$ cat config.mk
export PLATFORM = sky130hd
export DESIGN_NAME = uart_gap_framed_rx_and_frame_tx
export DESIGN_NICKNAME = d
export VERILOG_FILES = /design/src/ugfrx_pkg.sv /design/src/ugfrx_ram.sv /design/src/ugfrx_dp.sv /design/src/ugfrx_ctrl.sv /design/src/uart_gap_framed_rx_and_frame_tx.sv
export SDC_FILE = /design/constraint.sdc
export NUM_CORES = 1
export LEC_CHECK = 0
export BUFFER_PORTS_ARGS = -buffer_cell sky130_fd_sc_hd__buf_2
export CELL_PAD_IN_SITES_DETAIL_PLACEMENT = 0
export CELL_PAD_IN_SITES_GLOBAL_PLACEMENT = 1
export CORE_MARGIN = 3
export CORE_UTILIZATION = 35
export DETAILED_ROUTE_END_ITERATION = 16
export PLACE_DENSITY_LB_ADDON = 0.1
export SLEW_MARGIN = 20
export SYNTH_ARGS = -nofsm -noshare
export SYNTH_HDL_FRONTEND = slang
export SYNTH_SLANG_ARGS = --single-unit
$ cat constraint.sdc
create_clock -name i_clk -period 7.6 [get_ports i_clk]
set_clock_uncertainty 0.15 [all_clocks]
set_input_delay 0.38 -clock i_clk [delete_from_list [all_inputs] [get_ports i_clk]]
set_output_delay 0.38 -clock i_clk [all_outputs]
set_load 0.1 [all_outputs]
$ cat src/ugfrx_pkg.sv
`default_nettype none

package ugfrx_pkg;

    localparam int RX_DEPTH_DEF = 32;
    localparam int TX_DEPTH_DEF = 32;

    localparam int PADDR_W = 3;
    localparam int PDATA_W = 32;
    localparam int GAP_W   = 8;
    localparam int LEN_W   = 6;

    // register index decode on paddr[2]
    localparam logic [0:0] REG_GAP = 1'b0;
    localparam logic [GAP_W-1:0] GAP_RESET = 8'd5;

    typedef enum logic [2:0] {
        OP_RX_BYTE  = 3'd0,
        OP_TICK     = 3'd1,
        OP_RELEASE  = 3'd2,
        OP_TX_LOAD  = 3'd3,
        OP_TX_READY = 3'd4
    } t_op;

    typedef enum logic [1:0] {
        RX_IDLE = 2'd0,
        RX_BUSY = 2'd1,
        RX_DONE = 2'd2,
        RX_PROC = 2'd3
    } t_rx_mode;

    localparam logic [1:0] KIND_STATUS = 2'd0;
    localparam logic [1:0] KIND_TX     = 2'd1;
    localparam logic [1:0] KIND_RX     = 2'd2;

    typedef enum logic [2:0] {
        S_IDLE,
        S_STAT,
        S_TX_RD,
        S_TX_OUT,
        S_REL_OUT
    } t_ctrl_state;

    typedef struct packed {
        logic accept;
        logic tx_rd;
        logic load_stat;
        logic load_tx;
        logic load_rel;
    } t_dp_cmd;

    typedef struct packed {
        logic go_tx;
        logic go_rel;
        logic rel_more;
        logic out_free;
    } t_dp_status;

endpackage

`default_nettype wire

$ cat src/ugfrx_ram.sv
`default_nettype none

module ugfrx_ram #(
    parameter int WIDTH = 8,
    parameter int DEPTH = 32
) (
    input  wire logic                     i_clk,
    input  wire logic                     i_we,
    input  wire logic [$clog2(DEPTH)-1:0] i_waddr,
    input  wire logic [WIDTH-1:0]         i_wdata,
    input  wire logic                     i_re,
    input  wire logic [$clog2(DEPTH)-1:0] i_raddr,
    output logic      [WIDTH-1:0]         o_rdata
);

    logic [WIDTH-1:0] r_mem [DEPTH];

    always_ff @(posedge i_clk) begin
        if (i_we) begin
            r_mem[i_waddr] <= i_wdata;
        end
        if (i_re) begin
            o_rdata <= r_mem[i_raddr];
        end
    end

endmodule

`default_nettype wire

$ cat src/ugfrx_dp.sv
`default_nettype none

module ugfrx_dp #(
    parameter int RX_DEPTH = ugfrx_pkg::RX_DEPTH_DEF,
    parameter int TX_DEPTH = ugfrx_pkg::TX_DEPTH_DEF
) (
    input  wire logic                        i_clk,
    input  wire logic                        i_rst_n,
    input  wire ugfrx_pkg::t_dp_cmd          i_cmd,
    output ugfrx_pkg::t_dp_status            o_status,
    input  wire logic [2:0]                  i_operation,
    input  wire logic [7:0]                  i_data_byte,
    input  wire logic                        i_load_last,
    input  wire logic                        i_cfg_we,
    input  wire logic [ugfrx_pkg::GAP_W-1:0] i_cfg_wdata,
    output logic      [ugfrx_pkg::GAP_W-1:0] o_gap_ticks_max,
    input  wire logic                        i_out_ready,
    output logic                             o_out_valid,
    output logic      [1:0]                  o_kind,
    output logic      [7:0]                  o_out_byte,
    output logic                             o_frame_last,
    output logic      [1:0]                  o_rx_state,
    output logic                             o_tx_busy,
    output logic      [ugfrx_pkg::LEN_W-1:0] o_rx_length
);

    localparam int RX_AW = $clog2(RX_DEPTH);
    localparam int RX_CW = $clog2(RX_DEPTH + 1);
    localparam int TX_AW = $clog2(TX_DEPTH);
    localparam int TX_CW = $clog2(TX_DEPTH + 1);

    logic [ugfrx_pkg::GAP_W-1:0] r_gap;
    logic [RX_CW-1:0]            r_fill, n_fill;
    ugfrx_pkg::t_rx_mode         r_mode, n_mode;
    logic [7:0]                  r_silence, n_silence;
    logic [TX_CW-1:0]            r_load_pos, n_load_pos;
    logic [TX_CW-1:0]            r_tx_len, n_tx_len;
    logic [TX_CW-1:0]            r_tx_pos, n_tx_pos;
    logic                        r_sending, n_sending;
    logic [RX_CW-1:0]            r_rel_cnt, n_rel_cnt;
    logic [RX_AW-1:0]            r_rel_idx, n_rel_idx;
    logic [TX_AW-1:0]            r_tx_addr, n_tx_addr;

    logic                        r_out_valid;
    logic [1:0]                  r_out_kind;
    logic [7:0]                  r_out_byte;
    logic                        r_out_last;
    logic [1:0]                  r_out_rx_state;
    logic                        r_out_tx_busy;
    logic [ugfrx_pkg::LEN_W-1:0] r_out_rx_len;

    ugfrx_pkg::t_op              op;
    logic                        rx_room, tx_room, rel_more, go_tx, go_rel;
    logic                        rx_we, tx_we, rx_re;
    logic [RX_CW-1:0]            rel_idx_next;
    logic [TX_CW-1:0]            load_next;
    logic [RX_AW-1:0]            rx_raddr;
    logic [7:0]                  rx_rdata, tx_rdata;

    assign op           = ugfrx_pkg::t_op'(i_operation);
    assign rx_room      = r_fill < RX_CW'(RX_DEPTH);
    assign tx_room      = r_load_pos < TX_CW'(TX_DEPTH);
    assign load_next    = tx_room ? r_load_pos + TX_CW'(1) : r_load_pos;
    assign rel_idx_next = RX_CW'(r_rel_idx) + RX_CW'(1);
    assign rel_more     = rel_idx_next < r_rel_cnt;

    always_comb begin
        n_fill     = r_fill;
        n_mode     = r_mode;
        n_silence  = r_silence;
        n_load_pos = r_load_pos;
        n_tx_len   = r_tx_len;
        n_tx_pos   = r_tx_pos;
        n_sending  = r_sending;
        n_rel_cnt  = r_rel_cnt;
        n_tx_addr  = r_tx_addr;
        rx_we      = 1'b0;
        tx_we      = 1'b0;
        go_tx      = 1'b0;
        go_rel     = 1'b0;
        unique case (op)
            ugfrx_pkg::OP_RX_BYTE: begin
                // bytes are ignored while a finished frame waits for release
                if (r_mode != ugfrx_pkg::RX_DONE) begin
                    n_silence = '0;
                    n_mode    = ugfrx_pkg::RX_BUSY;
                    if (rx_room) begin
                        rx_we  = 1'b1;
                        n_fill = r_fill + RX_CW'(1);
                    end
                end
            end
            ugfrx_pkg::OP_TICK: begin
                if (r_silence <= r_gap) begin
                    if (r_silence != 8'hFF) begin
                        n_silence = r_silence + 8'd1;
                    end
                end else if (r_mode == ugfrx_pkg::RX_BUSY) begin
                    n_mode = ugfrx_pkg::RX_DONE;
                end
            end
            ugfrx_pkg::OP_RELEASE: begin
                if (r_mode == ugfrx_pkg::RX_DONE) begin
                    n_fill    = '0;
                    n_mode    = ugfrx_pkg::RX_PROC;
                    n_rel_cnt = r_fill;
                    go_rel    = r_fill != '0;
                end
            end
            ugfrx_pkg::OP_TX_LOAD: begin
                if (!r_sending) begin
                    tx_we = tx_room;
                    if (i_load_last) begin
                        n_tx_len   = load_next;
                        n_load_pos = '0;
                        n_sending  = 1'b1;
                        n_tx_pos   = TX_CW'(1);
                        n_tx_addr  = '0;
                        go_tx      = 1'b1;
                    end else begin
                        n_load_pos = load_next;
                    end
                end
            end
            ugfrx_pkg::OP_TX_READY: begin
                if (r_sending) begin
                    if (r_tx_pos < r_tx_len) begin
                        n_tx_addr = r_tx_pos[TX_AW-1:0];
                        n_tx_pos  = r_tx_pos + TX_CW'(1);
                        go_tx     = 1'b1;
                    end else begin
                        n_sending = 1'b0;
                        n_tx_pos  = TX_CW'(1);
                    end
                end
            end
            default: ;
        endcase
    end

    // release walk: index 0 is read on accept, the next one on each load
    always_comb begin
        n_rel_idx = r_rel_idx;
        rx_raddr  = rel_idx_next[RX_AW-1:0];
        rx_re     = 1'b0;
        if (i_cmd.accept) begin
            n_rel_idx = '0;
            rx_raddr  = '0;
            rx_re     = go_rel;
        end else if (i_cmd.load_rel && rel_more) begin
            n_rel_idx = rel_idx_next[RX_AW-1:0];
            rx_re     = 1'b1;
        end
    end

    always_ff @(posedge i_clk) begin
        if (!i_rst_n) begin
            r_gap      <= ugfrx_pkg::GAP_RESET;
            r_fill     <= '0;
            r_mode     <= ugfrx_pkg::RX_IDLE;
            r_silence  <= '0;
            r_load_pos <= '0;
            r_tx_len   <= '0;
            r_tx_pos   <= '0;
            r_sending  <= 1'b0;
            r_rel_cnt  <= '0;
            r_rel_idx  <= '0;
            r_tx_addr  <= '0;
        end else begin
            if (i_cfg_we) begin
                r_gap <= i_cfg_wdata;
            end
            if (i_cmd.accept) begin
                r_fill     <= n_fill;
                r_mode     <= n_mode;
                r_silence  <= n_silence;
                r_load_pos <= n_load_pos;
                r_tx_len   <= n_tx_len;
                r_tx_pos   <= n_tx_pos;
                r_sending  <= n_sending;
                r_rel_cnt  <= n_rel_cnt;
                r_tx_addr  <= n_tx_addr;
            end
            r_rel_idx <= n_rel_idx;
        end
    end

    ugfrx_ram #(.WIDTH(8), .DEPTH(RX_DEPTH)) u_rx_ram (
        .i_clk   (i_clk),
        .i_we    (i_cmd.accept && rx_we),
        .i_waddr (r_fill[RX_AW-1:0]),
        .i_wdata (i_data_byte),
        .i_re    (rx_re),
        .i_raddr (rx_raddr),
        .o_rdata (rx_rdata)
    );

    ugfrx_ram #(.WIDTH(8), .DEPTH(TX_DEPTH)) u_tx_ram (
        .i_clk   (i_clk),
        .i_we    (i_cmd.accept && tx_we),
        .i_waddr (r_load_pos[TX_AW-1:0]),
        .i_wdata (i_data_byte),
        .i_re    (i_cmd.tx_rd),
        .i_raddr (r_tx_addr),
        .o_rdata (tx_rdata)
    );

    // output word register
    always_ff @(posedge i_clk) begin
        if (!i_rst_n) begin
            r_out_valid <= 1'b0;
        end else if (i_cmd.load_stat || i_cmd.load_tx || i_cmd.load_rel) begin
            r_out_valid <= 1'b1;
        end else if (i_out_ready) begin
            r_out_valid <= 1'b0;
        end
    end

    always_ff @(posedge i_clk) begin
        priority if (i_cmd.load_stat) begin
            r_out_kind <= ugfrx_pkg::KIND_STATUS;
            r_out_byte <= '0;
            r_out_last <= 1'b1;
        end else if (i_cmd.load_tx) begin
            r_out_kind <= ugfrx_pkg::KIND_TX;
            r_out_byte <= tx_rdata;
            r_out_last <= 1'b1;
        end else if (i_cmd.load_rel) begin
            r_out_kind <= ugfrx_pkg::KIND_RX;
            r_out_byte <= rx_rdata;
            r_out_last <= !rel_more;
        end else begin
            r_out_kind <= r_out_kind;
            r_out_byte <= r_out_byte;
            r_out_last <= r_out_last;
        end
        if (i_cmd.load_stat || i_cmd.load_tx || i_cmd.load_rel) begin
            r_out_rx_state <= r_mode;
            r_out_tx_busy  <= r_sending;
            r_out_rx_len   <= ugfrx_pkg::LEN_W'(r_fill);
        end
    end

    assign o_status.go_tx    = go_tx;
    assign o_status.go_rel   = go_rel;
    assign o_status.rel_more = rel_more;
    assign o_status.out_free = !r_out_valid || i_out_ready;

    assign o_gap_ticks_max = r_gap;
    assign o_out_valid     = r_out_valid;
    assign o_kind          = r_out_kind;
    assign o_out_byte      = r_out_byte;
    assign o_frame_last    = r_out_last;
    assign o_rx_state      = r_out_rx_state;
    assign o_tx_busy       = r_out_tx_busy;
    assign o_rx_length     = r_out_rx_len;

endmodule

`default_nettype wire

$ cat src/ugfrx_ctrl.sv
`default_nettype none

module ugfrx_ctrl (
    input  wire logic                   i_clk,
    input  wire logic                   i_rst_n,
    input  wire logic                   i_in_valid,
    output logic                        o_in_ready,
    input  wire ugfrx_pkg::t_dp_status  i_status,
    output ugfrx_pkg::t_dp_cmd          o_cmd
);

    ugfrx_pkg::t_ctrl_state r_state, n_state;

    always_ff @(posedge i_clk) begin
        if (!i_rst_n) begin
            r_state <= ugfrx_pkg::S_IDLE;
        end else begin
            r_state <= n_state;
        end
    end

    always_comb begin
        n_state    = r_state;
        o_cmd      = '0;
        o_in_ready = 1'b0;
        unique case (r_state)
            ugfrx_pkg::S_IDLE: begin
                o_in_ready   = 1'b1;
                o_cmd.accept = i_in_valid;
                if (i_in_valid) begin
                    priority if (i_status.go_rel) begin
                        n_state = ugfrx_pkg::S_REL_OUT;
                    end else if (i_status.go_tx) begin
                        n_state = ugfrx_pkg::S_TX_RD;
                    end else begin
                        n_state = ugfrx_pkg::S_STAT;
                    end
                end
            end
            ugfrx_pkg::S_STAT: begin
                if (i_status.out_free) begin
                    o_cmd.load_stat = 1'b1;
                    n_state         = ugfrx_pkg::S_IDLE;
                end
            end
            ugfrx_pkg::S_TX_RD: begin
                o_cmd.tx_rd = 1'b1;
                n_state     = ugfrx_pkg::S_TX_OUT;
            end
            ugfrx_pkg::S_TX_OUT: begin
                if (i_status.out_free) begin
                    o_cmd.load_tx = 1'b1;
                    n_state       = ugfrx_pkg::S_IDLE;
                end
            end
            ugfrx_pkg::S_REL_OUT: begin
                // one stored byte per free output slot
                if (i_status.out_free) begin
                    o_cmd.load_rel = 1'b1;
                    if (!i_status.rel_more) begin
                        n_state = ugfrx_pkg::S_IDLE;
                    end
                end
            end
            default: n_state = ugfrx_pkg::S_IDLE;
        endcase
    end

endmodule

`default_nettype wire

$ cat src/uart_gap_framed_rx_and_frame_tx.sv
// channel | direction | handshake                      | payload
// input   | in        | i_in_valid / o_in_ready        | i_operation, i_data_byte, i_load_last
// output  | out       | o_out_valid / i_out_ready      | o_kind, o_out_byte, o_frame_last,
//         |           |                                | o_rx_state, o_tx_busy, o_rx_length
// config  | in        | psel, penable, pwrite, pready  | paddr, pwdata, prdata
//
// a status-only word is accepted in idle and its result loaded once the output is free;
// a transmit byte adds a read state for the registered read of the transmit buffer.
// a frame release streams the stored bytes from the receive buffer read port,
// one byte per free output slot.
// reset is synchronous and active low; both buffers need no clearing pass.
// a stalled output holds its word; the next word is accepted once the result is loaded.
`default_nettype none

module uart_gap_framed_rx_and_frame_tx #(
    parameter int RX_DEPTH = ugfrx_pkg::RX_DEPTH_DEF,
    parameter int TX_DEPTH = ugfrx_pkg::TX_DEPTH_DEF
) (
    input  wire logic                          i_clk,
    input  wire logic                          i_rst_n,
    input  wire logic                          i_in_valid,
    output logic                               o_in_ready,
    input  wire logic [2:0]                    i_operation,
    input  wire logic [7:0]                    i_data_byte,
    input  wire logic                          i_load_last,
    output logic                               o_out_valid,
    input  wire logic                          i_out_ready,
    output logic      [1:0]                    o_kind,
    output logic      [7:0]                    o_out_byte,
    output logic                               o_frame_last,
    output logic      [1:0]                    o_rx_state,
    output logic                               o_tx_busy,
    output logic      [ugfrx_pkg::LEN_W-1:0]   o_rx_length,
    input  wire logic                          psel,
    input  wire logic                          penable,
    input  wire logic                          pwrite,
    input  wire logic [ugfrx_pkg::PADDR_W-1:0] paddr,
    input  wire logic [ugfrx_pkg::PDATA_W-1:0] pwdata,
    output logic      [ugfrx_pkg::PDATA_W-1:0] prdata,
    output logic                               pready
);

    ugfrx_pkg::t_dp_cmd          cmd;
    ugfrx_pkg::t_dp_status       status;
    logic                        cfg_sel;
    logic [ugfrx_pkg::GAP_W-1:0] gap;

    assign pready  = 1'b1;
    assign cfg_sel = paddr[ugfrx_pkg::PADDR_W-1:2] == ugfrx_pkg::REG_GAP;
    assign prdata  = cfg_sel ? ugfrx_pkg::PDATA_W'(gap) : '0;

    ugfrx_ctrl u_ctrl (
        .i_clk      (i_clk),
        .i_rst_n    (i_rst_n),
        .i_in_valid (i_in_valid),
        .o_in_ready (o_in_ready),
        .i_status   (status),
        .o_cmd      (cmd)
    );

    ugfrx_dp #(
        .RX_DEPTH (RX_DEPTH),
        .TX_DEPTH (TX_DEPTH)
    ) u_dp (
        .i_clk           (i_clk),
        .i_rst_n         (i_rst_n),
        .i_cmd           (cmd),
        .o_status        (status),
        .i_operation     (i_operation),
        .i_data_byte     (i_data_byte),
        .i_load_last     (i_load_last),
        .i_cfg_we        (psel && penable && pwrite && pready && cfg_sel),
        .i_cfg_wdata     (pwdata[ugfrx_pkg::GAP_W-1:0]),
        .o_gap_ticks_max (gap),
        .i_out_ready     (i_out_ready),
        .o_out_valid     (o_out_valid),
        .o_kind          (o_kind),
        .o_out_byte      (o_out_byte),
        .o_frame_last    (o_frame_last),
        .o_rx_state      (o_rx_state),
        .o_tx_busy       (o_tx_busy),
        .o_rx_length     (o_rx_length)
    );

endmodule

`default_nettype wire

==> Flow_metrics.wiki, run 1 <==
{| class="wikitable"
! Metric !! Value
|-
| Synth Area in Adders || 0.0145
|-
| Number of setup violations in the final report || 0
|-
| Synth top area share || 0.646
|-
| Detailed placer's ending HPWL || 38,700 um
|-
| First-pass iteration count of the detailed router || 5
|-
| Arr. time, crit path || 4.59 ns
|-
| RSZ-0062 raised after global routing || false
|-
| Width of the die || 273 um
|-
| Setup Slack @ Placement || 3.07 ns
|-
| Sequential area share after synthesis || 0.705
|-
| Remaining DRCs || 0
|-
| Synthesized instance count || 1,559
|-
| Final WL || 61,500 um
|-
| Count of H-tree levels built during CTS || 3
|-
| Clk sink count || 611
|-
| Highest attainable clock frequency || 226 MHz
|-
| Number of violations of the max-capacitance limit || 0
|-
| Slew margin rel. || 0.256
|-
| Wire length of the first global-routing pass || 91,100 um
|-
| Number of pins exceeding their max-slew limit in the final report || 0
|-
| Largest driver fanout on the critical path || 30
|-
| Number of buffers inserted during clock tree synthesis || 69
|-
| Std cell rows || 97
|-
| Full die area || 74,600 um^2
|-
| Latest clock arrival within the worst-skew pair || 0.60 ns
|-
| Total number of yosys warnings || 0
|-
| Starting DRT DRC Count || 1,153
|-
| Antenna cells || 0
|-
| Number of hold-slack violations in the final timing report || 0
|-
| Final total negative setup slack || 0 ns
|-
| Clock Tree Buf Depth || 3
|-
| Layout cells sized above 1 || 0.187
|-
| Count of distinct cell types in the synthesized netlist || 69
|-
| Clock Pin Slew Worst Setup and Hold Paths || 0.06 ns
|-
| Class of the tightest hold or removal check || in2reg
|-
| Worst Setup Path Type || reg2reg
|-
| Vias post-DR || 13,500
|-
| Flip-flop and latch count after synthesis || 611
|-
| I/O pin count || 109
|-
| Synthesis-to-finish area growth || 14.2%
|-
| Global placer's final weighted congestion || 0.779
|-
| Total routing resource utilization after global routing || 0.166
|-
| Buffers on Ports || 57
|-
| Resize count post-CTS || 0
|-
| Sw Share || 0.220
|-
| CP Capture Type || flip-flop
|-
| Area of the core || 70,400 um^2
|-
| Die Y || 273 um
|-
| Combinational family with the most area after synthesis || multiplexers
|-
| Combinational power share || 0.043
|-
| Part of the total power dissipated in sequential elements || 0.503
|-
| Largest vdd supply drop || 0.000127 V
|-
| Clock tree from TritonCTS || yes
|-
| P_leak || 0.00900 uW
|-
| Number of antenna violations at the first check in global routing || 2
|-
| Outcome || finished, final reports clean
|-
| Vias per cell || 5.14
|-
| Critical path required time || 7.77 ns
|-
| Leading cell types by total area after synthesis || edfxtp_1 65%, mux4_2 9.4%, dfxtp_1 5.9%
|-
| Leading post-synthesis cells by instance count || 537 x edfxtp_1, 131 x nor2_1, 129 x nand2_1
|-
| Power Dens Cells || 256 nW/um^2
|-
| Final Power || 7300 uW
|-
| Count leader, synth || edfxtp_1
|-
| Gr ovfl total || 0
|-
| Setup crit start kind || flip-flop
|-
| Number of nets with antenna violations after detailed routing || 0
|-
| Initial core utilization || 0.355
|-
| Via count of the first global-routing pass || 13,700
|-
| Final standard cell utilization of the core || 0.405
|-
| Post-Synth XOR/XNOR Area || 0.00666
|-
| Switching power summed over all nets || 1600 uW
|-
| Post-synth top area cell || edfxtp_1
|-
| EDFF count, synth || 537
|-
| Final critical-path setup slack || 3.18 ns
|-
| CTS Root Buffer Type || clkbuf_16
|-
| Drt wl/cell || 23.4 um
|-
| Pin count of the biggest net entering global routing || 65
|-
| Final worst path period share || 0.581
|-
| Total Nets Final || 1,723
|-
| Mux cell area share after synthesis || 0.121
|-
| Post-Synthesis Cell Area || 25,000 um^2
|-
| Slew at the pin closest to its max-slew limit || 1.11 ns
|-
| Clock network fraction of total power || 0.454
|-
| Post-Synth Simple-Gate Area || 0.0779
|-
| Syn Area/Cell || 16.0 um^2
|-
| Post-CTS setup buffer count || 0
|-
| Most used flip-flop cell after synthesis || edfxtp_1
|-
| Post-synthesis compound-gate area fraction || 0.0490
|-
| Clock period minus worst slack || 4.42 ns
|-
| Async set or reset register ratio after synthesis || 0
|-
| Internal power of the cells || 5700 uW
|}
-- power by group through the flow --
stage                     clock (uW)  sequential, uW  combinational (uW)
after global placement             0            3740                 312
final                           3320            3670                 314
after detailed placement           0            3740                 316
after floorplan                    0            3790                 169
after CTS                       3420            3670                 320
after global routing            3550            3670                 337
-- what timing repair did --
| action | in CTS | in global routing |
|---|---|---|
| endpoints found under the hold margin | 9 | 0 |
| hold buffers | 9 | 0 |
| setup endpoints to repair | 0 | 0 |
-- metal layers --
metal / wire length, um / vias to the layer above / track usage / share of wire
met5: 0 / - / 0 / 0
met4: 1360 / 0 / 0.0534 / 0.022
met3: 2810 / 72 / 0.0294 / 0.046
met2: 28100 / 302 / 0.254 / 0.46
met1: 29200 / 6945 / 0.241 / 0.47
li1: - / 6202 / - / -
-- stage by stage --
| step | hold slack (ns) | cells | instance area (um^2) |
|---|---|---|---|
| after global routing | 0.0702 | 2630 | 28500 |
| after CTS | 0.0147 | 2630 | 28500 |
| after global placement | 0.292 | 2500 | 26200 |
| after floorplan | 0.270 | 1582 | 25100 |
| after detailed placement | 0.298 | 2500 | 26200 |
| final | 0.0580 | 2630 | 28500 |
-- layout make-up --
| cell class | instances | area (um^2) |
|---|---|---|
| Fill cell | 6468 | 41900 |
| Timing Repair Buffer | 86 | 526 |
| Sequential cell | 611 | 17600 |
| Multi-Input combinational cell | 839 | 6840 |
| Clock inverter | 33 | 423 |
| Clock buffer | 88 | 1820 |
| Tap cell | 940 | 1180 |
| Inverter | 33 | 124 |
-- cell usage in the layout (no fill, tap or decap), types with 36 or more instances in the layout --
master / instances
buf_2: 57
nand2_1: 128
dfxtp_1: 71
o21ai_0: 45
edfxtp_1: 537
nand3_1: 37
clkbuf_16: 70
mux2i_1: 44
mux4_2: 104
a21oi_1: 36
nor2_1: 130
-- path summary, 6_finish.rpt --
path	slack [ns]	from	depth (start not counted)	to
worst max-delay path	3.18	u_dp.r_rel_idx[0]$_SDFFE_PP0P_	9	u_dp.u_rx_ram.o_rdata[4]$_DFFE_PP_
worst min-delay path	0.06	i_rst_n	2	u_dp.o_gap_ticks_max[0]$_SDFFE_PN1P_
worst max register to register	3.18	u_dp.r_rel_idx[0]$_SDFFE_PP0P_	9	u_dp.u_rx_ram.o_rdata[4]$_DFFE_PP_
worst min register to register	0.30	u_dp.o_gap_ticks_max[7]$_SDFFE_PN0P_	2	u_dp.o_gap_ticks_max[7]$_SDFFE_PN0P_
-- critical path: stages, from the launching register on --
cell     delay (ns)
dfxtp_4        0.63
ha_1           0.32
xnor2_1        0.09
buf_4          0.20
inv_2          0.57
nand2_1        0.84
nor2_1         0.78
nand3_1        0.14
nand4_1        0.26
nand4_1        0.12
-- sequential cells by signal, indices dropped and copies added, names as in the netlist, 3 cells and up --
register               flops
u_dp.o_rx_length           6
u_dp.r_load_pos            6
u_dp.u_tx_ram.o_rdata      8
u_dp.u_rx_ram.r_mem      256
u_dp.r_rel_idx             5
u_ctrl.r_state             3
u_dp.r_tx_addr             5
u_dp.u_rx_ram.o_rdata      8
u_dp.r_tx_len              6
u_dp.o_out_byte            8
u_dp.r_tx_pos              6
u_dp.r_rel_cnt             6
u_dp.r_silence             8
u_dp.o_gap_ticks_max       8
u_dp.u_tx_ram.r_mem      256
u_dp.r_fill                6
-- cells by family after synthesis --
| kind of cell | count (synthesis) |
|---|---|
| AOI/OAI and AO/OA | 187 |
| xor gates and xnor gates | 19 |
| adders and majority gates | 29 |
| buffers and inverters | 132 |
| DFF | 611 |
| muxes | 170 |
| other | 2 |
| and+or+nand+nor | 409 |
(Power assumes the default switching activity.)
==> run 2: changes to the inputs <==
--- a/config.mk
+++ b/config.mk
@@ -5,6 +5,7 @@
 export SDC_FILE = /design/constraint.sdc
 export NUM_CORES = 1
 export LEC_CHECK = 0
+export ABC_AREA = 1
 export BUFFER_PORTS_ARGS = -buffer_cell sky130_fd_sc_hd__buf_2
 export CELL_PAD_IN_SITES_DETAIL_PLACEMENT = 0
 export CELL_PAD_IN_SITES_GLOBAL_PLACEMENT = 1
==> constraint.sdc (replaced) <==
create_clock -name i_clk -period 4.1 [get_ports i_clk]
set_clock_uncertainty 0.15 [all_clocks]
set_input_delay 0.205 -clock i_clk [delete_from_list [all_inputs] [get_ports i_clk]]
set_output_delay 0.205 -clock i_clk [all_outputs]
set_load 0.1 [all_outputs]
==> Flow_metrics.wiki, run 2 <==
{| class="wikitable"
! Metric !! Value
|-
| Outcome || finished, final reports clean (unchanged)
|-
| Synth top area share || 0.610 (was 0.646)
|-
| Resize count post-CTS || 0 (unchanged)
|-
| Slew at the pin closest to its max-slew limit || 1.03 ns (was 1.11 ns)
|-
| Worst Setup Path Type || reg2reg (unchanged)
|-
| Starting DRT DRC Count || 1,141 (was 1,153)
|-
| Arr. time, crit path || 3.22 ns (was 4.59 ns)
|-
| Commonest non-fill, non-tap cell in the layout || edfxtp_1 (unchanged)
|-
| Number of violations of the max-capacitance limit || 0 (unchanged)
|-
| Setup crit start kind || flip-flop (unchanged)
|-
| Post-synth top area cell || edfxtp_1 (unchanged)
|-
| Timing startpoint of the critical path || u_dp.r_rel_idx[0]$_SDFFE_PP0P_ (unchanged)
|-
| Number of buffers inserted during clock tree synthesis || 70 (was 69)
|-
| Area of all placed cells without fillers || 30,200 um^2 (was 28,500 um^2)
|-
| Wire length of the first global-routing pass || 108,000 um (was 91,100 um)
|-
| Cts hold-fix bufs || 28 (was 9)
|-
| Clock Pin Slew Worst Setup and Hold Paths || 0.06 ns (about the same)
|-
| Post-Synthesis Cell Area || 26,400 um^2 (was 25,000 um^2)
|-
| EDFF count, synth || 537 (unchanged)
|-
| Slew margin rel. || 0.311 (was 0.256)
|-
| Leading post-synthesis cells by instance count || 537 x edfxtp_1, 442 x nand2_1, 332 x nand3_1 (was 537 x edfxtp_1, 131 x nor2_1, 129 x nand2_1)
|-
| Count of distinct cell types in the synthesized netlist || 46 (was 69)
|-
| Synthesis-to-finish area growth || 14.5% (was 14.2%)
|-
| Initial core utilization || 0.354 (was 0.355)
|-
| Number of hold-slack violations in the final timing report || 0 (unchanged)
|-
| Global placer's final weighted congestion || 0.785 (was 0.779)
|-
| Number of nets with antenna violations after detailed routing || 0 (unchanged)
|-
| Clock tree from TritonCTS || yes (unchanged)
|-
| Most used flip-flop cell after synthesis || edfxtp_1 (unchanged)
|-
| Area of the core || 74,600 um^2 (was 70,400 um^2)
|-
| Gr ovfl total || 0 (unchanged)
|-
| Total routing resource utilization after global routing || 0.182 (was 0.166)
|-
| Clock Tree Buf Depth || 3 (unchanged)
|-
| Worst hold slack || 0.0393 ns (was 0.0580 ns)
|-
| Remaining DRCs || 0 (unchanged)
|-
| Buffers on Ports || 57 (unchanged)
|-
| Die Y || 281 um (was 273 um)
|-
| Top flop regs || u_dp.u_rx_ram.r_mem: 256 flops, u_dp.u_tx_ram.r_mem: 256 flops (unchanged)
|-
| Number of setup violations in the final report || 0 (unchanged)
|-
| Class of the tightest hold or removal check || in2reg (unchanged)
|-
| Largest vdd supply drop || 0.000325 V (was 0.000127 V)
|-
| Clk sink count || 611 (unchanged)
|-
| RSZ-0062 raised after global routing || false (unchanged)
|-
| Latest clock arrival within the worst-skew pair || 0.61 ns (was 0.60 ns)
|-
| Final worst path period share || 0.767 (was 0.581)
|-
| Cell Area, Placed || 27,600 um^2 (was 26,200 um^2)
|-
| Detailed placer's ending HPWL || 43,300 um (was 38,700 um)
|-
| Vias per cell || 4.96 (was 5.14)
|-
| Post-CTS setup buffer count || 0 (unchanged)
|-
| Pin count of the biggest net entering global routing || 109 (was 65)
|-
| Count leader, synth || edfxtp_1 (unchanged)
|-
| Synthesized instance count || 2,464 (was 1,559)
|-
| Number of antenna violations at the first check in global routing || 1 (was 2)
|-
| Power Dens Cells || 458 nW/um^2 (was 256 nW/um^2)
|-
| Via count of the first global-routing pass || 17,300 (was 13,700)
|-
| Width of the die || 281 um (was 273 um)
|-
| Drt wl/cell || 20.0 um (was 23.4 um)
|-
| Critical path required time || 4.18 ns (was 7.77 ns)
|-
| Final WL || 71,600 um (was 61,500 um)
|-
| Count of H-tree levels built during CTS || 3 (unchanged)
|-
| Highest attainable clock frequency || 318 MHz (was 226 MHz)
|-
| Most frequent cells in the layout || 537 x edfxtp_1, 440 x nand2_1, 332 x nand3_1, 264 x nor2_1, 210 x inv_1 (was 537 x edfxtp_1, 130 x nor2_1, 128 x nand2_1, 104 x mux4_2, 71 x dfxtp_1)
|-
| I/O pin count || 109 (unchanged)
|-
| First-pass iteration count of the detailed router || 5 (unchanged)
|-
| Total Nets Final || 2,629 (was 1,723)
|-
| Full die area || 78,800 um^2 (was 74,600 um^2)
|-
| P_leak || 0.0112 uW (was 0.00900 uW)
|-
| Antenna cells || 0 (unchanged)
|-
| Largest driver fanout on the critical path || 11 (was 30)
|-
| FF-to-FF Start || u_dp.r_rel_idx[0]$_SDFFE_PP0P_ (unchanged)
|-
| Final total negative setup slack || 0 ns (unchanged)
|-
| Layout cells sized above 1 || 0.0946 (was 0.187)
|-
| CTS Root Buffer Type || clkbuf_16 (unchanged)
|-
| Vias post-DR || 17,700 (was 13,500)
|-
| Clock period minus worst slack || 3.14 ns (was 4.42 ns)
|-
| Number of pins exceeding their max-slew limit in the final report || 0 (unchanged)
|-
| Flip-flop and latch count after synthesis || 611 (unchanged)
|-
| Worst Hold Launch || i_data_byte[6] (was i_rst_n)
|-
| Leading cell types by total area after synthesis || edfxtp_1 61%, nand3_1 6.3%, nand2_1 6.3% (was edfxtp_1 65%, mux4_2 9.4%, dfxtp_1 5.9%)
|-
| Sequential area share after synthesis || 0.667 (was 0.705)
|-
| Async set or reset register ratio after synthesis || 0 (unchanged)
|-
| CP Capture Type || flip-flop (unchanged)
|-
| Std cell rows || 100 (was 97)
|-
| Total number of yosys warnings || 0 (unchanged)
|-
| Syn Area/Cell || 10.7 um^2 (was 16.0 um^2)
|}
## run 2: cell count changes after synthesis, moves of 22 or more
cell,change
a21oi_1,+30
o221ai_1,+43
nor2_1,+133
mux2i_1,-44
buf_2,+29
mux4_2,-104
o21ai_0,+129
inv_1,+178
nand2_1,+313
nand3_1,+295
mux2_2,-22
## run 2: final timing paths
check	to	slack (ns)	cells after the start
worst max-delay path	u_dp.u_rx_ram.o_rdata[5]$_DFFE_PP_	0.96	12
worst min-delay path	u_dp.u_rx_ram.r_mem[18][6]$_DFFE_PP_	0.04	1
worst max register to register	u_dp.u_rx_ram.o_rdata[5]$_DFFE_PP_	0.96	12
worst min register to register	u_dp.o_out_byte[0]$_SDFFE_PP0P_	0.31	2
## run 2: cell families after synthesis
logic type | count (synthesis) | share of synthesized area
AO/OA/AOI/OAI | 328 | 0.0713
AND/OR/NAND/NOR | 1105 | 0.181
adder cells (fa/ha/maj) | 29 | 0.0137
buffers and inverters | 377 | 0.0629
XOR/XNOR | 12 | 0.00398
other | 2 | 0.000284
flip-flops | 611 | 0.667
## run 2: where the power goes
group / leakage, uW / switching (uW) / internal (uW) / total [uW]
clock network: 0.00113 / 2490 / 3770 / 6270
logic: 0.00464 / 630 / 159 / 789
registers: 0.00543 / 11.4 / 6790 / 6800
## run 2: through the flow
step	total power (uW)	cells	util	setup WS, ns
floorplan	7470	2487	-	1.44
global placement	7700	3415	0.371	0.923
detailed placement	7700	3415	0.371	0.924
CTS	14000	3570	0.405	0.895
global route	14400	3570	0.406	0.688
finish	13900	3570	0.406	0.955
## run 2: layout make-up
class | count | area, um^2
fill | 7229 | 44300
sequential | 611 | 17600
multi-input combinational | 1499 | 7260
clock buffer | 91 | 1930
tap | 969 | 1210
timing repair buffer | 140 | 1000
inverter | 224 | 847
clock inverter | 36 | 378
## run 2: critical path, cell delays in order (launching register included)
cell	delay, ns
dfxtp_1	0.45
ha_1	0.25
nand3_1	0.11
xor2_1	0.23
inv_1	0.10
ha_1	0.27
nand2_1	0.08
nor2_1	0.05
nor3_1	0.23
nand2_1	0.09
inv_1	0.07
nand2_1	0.22
o21ai_1	0.47
## run 2: metal layers
metal,up-vias,GRT usage,wire length (um)
li1,8659,-,-
met1,8649,0.248,32600
met2,305,0.298,34300
met3,111,0.0241,2430
met4,0,0.0642,2270
met5,-,0,0
==> run 3: changes to the inputs <==
==> constraint.sdc (replaced) <==
create_clock -name i_clk -period 2.8 [get_ports i_clk]
set_clock_uncertainty 0.15 [all_clocks]
set_input_delay 0.14 -clock i_clk [delete_from_list [all_inputs] [get_ports i_clk]]
set_output_delay 0.14 -clock i_clk [all_outputs]
set_load 0.1 [all_outputs]
==> Flow_metrics.wiki, run 3 (same netlist as run 2, synthesis figures left out) <==
{| class="wikitable"
! Metric !! Value
|-
| Slew at the pin closest to its max-slew limit || 0.841 ns (was 1.03 ns)
|-
| Worst-path cell with the longest stage delay || dlygate4sd3_1 (was o21ai_1)
|-
| Vias post-DR || 18,000 (was 17,700)
|-
| Worst Setup Path Type || in2reg (was reg2reg)
|-
| CP Capture Type || flip-flop (unchanged)
|-
| Commonest non-fill, non-tap cell in the layout || edfxtp_1 (unchanged)
|-
| Clk sink count || 611 (unchanged)
|-
| Total Nets Final || 2,706 (was 2,629)
|-
| Width of the die || 281 um (unchanged)
|-
| Global placer's final weighted congestion || 0.799 (was 0.785)
|-
| CP Cell Sequence || dlygate4sd3_1 > buf_2 > nand2_2 > nor2_4 > dlygate4sd3_1 > nand3_4 > nor2_2 > nand2_1 > nor2_1 > buf_4 (was ha_1 > nand3_1 > xor2_1 > inv_1 > ha_1 > nand2_1 > nor2_1 > nor3_1 > nand2_1 > inv_1 > nand2_1 > o21ai_1)
|-
| Std cell rows || 100 (unchanged)
|-
| Top flop regs || u_dp.u_rx_ram.r_mem: 256 flops, u_dp.u_tx_ram.r_mem: 256 flops (unchanged)
|-
| Largest vdd supply drop || 0.000512 V (was 0.000325 V)
|-
| Fill cell total of the finished layout || 7,174 (was 7,229)
|-
| Maximum cell stage delay along the critical path || 0.62 ns (was 0.47 ns)
|-
| P_leak || 0.0116 uW (was 0.0112 uW)
|-
| First-pass iteration count of the detailed router || 6 (was 5)
|-
| Clock tree from TritonCTS || yes (unchanged)
|-
| Via count of the first global-routing pass || 17,600 (was 17,300)
|-
| Power Dens Cells || 643 nW/um^2 (was 458 nW/um^2)
|-
| Clock period minus worst slack || 2.71 ns
|-
| Most frequent cells in the layout || 537 x edfxtp_1, 440 x nand2_1, 332 x nand3_1, 263 x nor2_1, 210 x inv_1 (was 537 x edfxtp_1, 440 x nand2_1, 332 x nand3_1, 264 x nor2_1, 210 x inv_1)
|-
| I/O pin count || 109 (unchanged)
|-
| CTS Root Buffer Type || clkbuf_16 (unchanged)
|-
| Area of all placed cells without fillers || 30,800 um^2 (was 30,200 um^2)
|-
| Detailed placer's ending HPWL || 45,800 um (was 43,300 um)
|-
| Layout cells sized above 1 || 0.114 (was 0.0946)
|-
| Setup Slack @ Placement || 0.150 ns (was 0.924 ns)
|-
| Critical path required time || 2.94 ns (was 4.18 ns)
|-
| Post-CTS setup buffer count || 0 (unchanged)
|-
| FF-to-FF Start || u_dp.r_rel_idx[0]$_SDFFE_PP0P_ (unchanged)
|-
| Die Y || 281 um (unchanged)
|-
| Most prevalent standard cell on the critical path || dlygate4sd3_1 (was nand2_1)
|-
| Number of pins exceeding their max-slew limit in the final report || 0 (unchanged)
|-
| Cell depth of the worst flop-to-flop path || 13 (was 12)
|-
| Remaining DRCs || 0 (unchanged)
|-
| Number of nets with antenna violations after detailed routing || 0 (unchanged)
|-
| RSZ-0062 raised after global routing || true (was false)
|-
| Final WL || 72,500 um (was 71,600 um)
|-
| Number of hold-slack violations in the final timing report || 0 (unchanged)
|-
| Final Power || 19,800 uW (was 13,900 uW)
|-
| Hold-critical path depth || 1 (unchanged)
|-
| Number of antenna violations at the first check in global routing || 0 (was 1)
|-
| Clock Tree Buf Depth || 3 (unchanged)
|-
| Arr. time, crit path || 2.86 ns (was 3.22 ns)
|-
| Wire length of the first global-routing pass || 109,000 um (was 108,000 um)
|-
| End of the worst register-to-register path || u_dp.u_rx_ram.o_rdata[7]$_DFFE_PP_ (was u_dp.u_rx_ram.o_rdata[5]$_DFFE_PP_)
|-
| Pin count of the biggest net entering global routing || 131 (was 109)
|-
| Starting DRT DRC Count || 1,184 (was 1,141)
|-
| Antenna cells || 0 (unchanged)
|-
| Initial core utilization || 0.354 (unchanged)
|-
| Worst reg-to-reg setup slack || 0.15 ns (was 0.96 ns)
|-
| Outcome || finished, final reports clean (unchanged)
|-
| Slew margin rel. || 0.439 (was 0.311)
|-
| Full die area || 78,800 um^2 (unchanged)
|-
| Total routing resource utilization after global routing || 0.184 (was 0.182)
|-
| Highest attainable clock frequency || 369 MHz
|-
| Final standard cell utilization of the core || 0.414 (was 0.406)
|-
| Worst Hold Launch || i_data_byte[3] (was i_data_byte[6])
|-
| Area of the core || 74,600 um^2 (unchanged)
|-
| Final critical-path setup slack || 0.0886 ns (was 0.955 ns)
|-
| Setup crit start kind || primary input (was flip-flop)
|-
| Terminating pin of the worst hold path || u_dp.u_rx_ram.r_mem[7][3]$_DFFE_PP_ (was u_dp.u_rx_ram.r_mem[18][6]$_DFFE_PP_)
|-
| Number of violations of the max-capacitance limit || 0 (unchanged)
|-
| Cell Area, Placed || 28,300 um^2 (was 27,600 um^2)
|-
| Number of setup violations in the final report || 0 (unchanged)
|-
| Final worst path period share || 0.968
|-
| Class of the tightest hold or removal check || in2reg (unchanged)
|-
| Final total negative setup slack || 0 ns (unchanged)
|-
| Vias per cell || 4.94 (was 4.96)
|-
| Number of buffers inserted during clock tree synthesis || 70 (unchanged)
|-
| Buffers on Ports || 57 (unchanged)
|-
| Clock Pin Slew Worst Setup and Hold Paths || 0.06 ns (about the same)
|-
| Count of H-tree levels built during CTS || 3 (unchanged)
|-
| Gr ovfl total || 0 (unchanged)
|-
| Drt wl/cell || 19.9 um (was 20.0 um)
|-
| Synthesis-to-finish area growth || 16.7% (was 14.5%)
|-
| Latest clock arrival within the worst-skew pair || 0.60 ns (was 0.61 ns)
|-
| Largest driver fanout on the critical path || 9 (was 11)
|}
run 3: cell types whose count changed in the layout (fill, tap and decap cells not counted), sizes merged:
cell and delta:
buf +70, dlygate4sd3 +7, clkinv -2, inv +2, clkinvlp -2, clkbuf +5, bufinv -3
run 3: per-layer routing:
metal / GRT usage / share of wire / up-vias
li1: - / - / 8832
met1: 0.244 / 0.45 / 8752
met2: 0.306 / 0.48 / 296
met3: 0.0255 / 0.032 / 124
met4: 0.0702 / 0.036 / 0
met5: 0 / 0 / -
run 3: worst max-delay path, delay by kind of cell:
family	cells	cell delay [ns]
simple gates	6	1.17
buf+inv	4	1.54
run 3: worst max path at each step:
| stage | startpoint | end | slack, ns | cells past startpoint |
|---|---|---|---|---|
| 6_report | i_operation[1] | u_dp.u_tx_ram.r_mem[7][7]$_DFFE_PP_ | 0.09 | 10 |
| 3_3_place_gp | u_dp.r_rel_idx[0]$_SDFFE_PP0P_ | u_dp.u_rx_ram.o_rdata[0]$_DFFE_PP_ | 0.10 | 14 |
| 4_1_cts | u_dp.r_rel_idx[1]$_SDFFE_PP0P_ | u_dp.u_rx_ram.o_rdata[7]$_DFFE_PP_ | 0.12 | 13 |
| 2_1_floorplan | u_dp.r_rel_idx[0]$_SDFFE_PP0P_ | u_dp.u_rx_ram.o_rdata[0]$_DFFE_PP_ | 0.14 | 13 |
| 3_5_place_dp | u_dp.r_rel_idx[1]$_SDFFE_PP0P_ | u_dp.u_rx_ram.o_rdata[0]$_DFFE_PP_ | 0.15 | 13 |
| 5_1_grt | i_operation[1] | u_dp.u_tx_ram.r_mem[13][1]$_DFFE_PP_ | -0.01 | 10 |
run 3: cell type report:
| class | count | area, um^2 | area share |
|---|---|---|---|
| Sequential cell | 611 | 17600 | 0.571 |
| Multi-Input combinational cell | 1499 | 7260 | 0.235 |
| Clock buffer | 96 | 1860 | 0.0603 |
| Timing Repair Buffer | 217 | 1760 | 0.0570 |
| Tap cell | 969 | 1210 | 0.0393 |
| Inverter | 224 | 847 | 0.0275 |
| Clock inverter | 31 | 294 | 0.00953 |
run 3: metrics by stage:
stage | hold slack [ns] | instances
after floorplan | 0.0889 | 2487
after CTS | 0.0464 | 3647
after global placement | 0.216 | 3485
after detailed placement | 0.217 | 3485
after global routing | 0.0903 | 3647
final | 0.0802 | 3647
run 3: power breakdown:
| part | internal (uW) | switching [uW] |
|---|---|---|
| Sequential | 9940 | 17.2 |
| Combinational | 266 | 907 |
| Clock | 5060 | 3650 |
| Total | 15300 | 4570 |
run 3: what timing repair did:
item,4_1_cts,5_1_grt
endpoints found under the hold margin,191,0
setup endpoints to repair,0,28
hold buffers,35,0
resized for setup,0,3
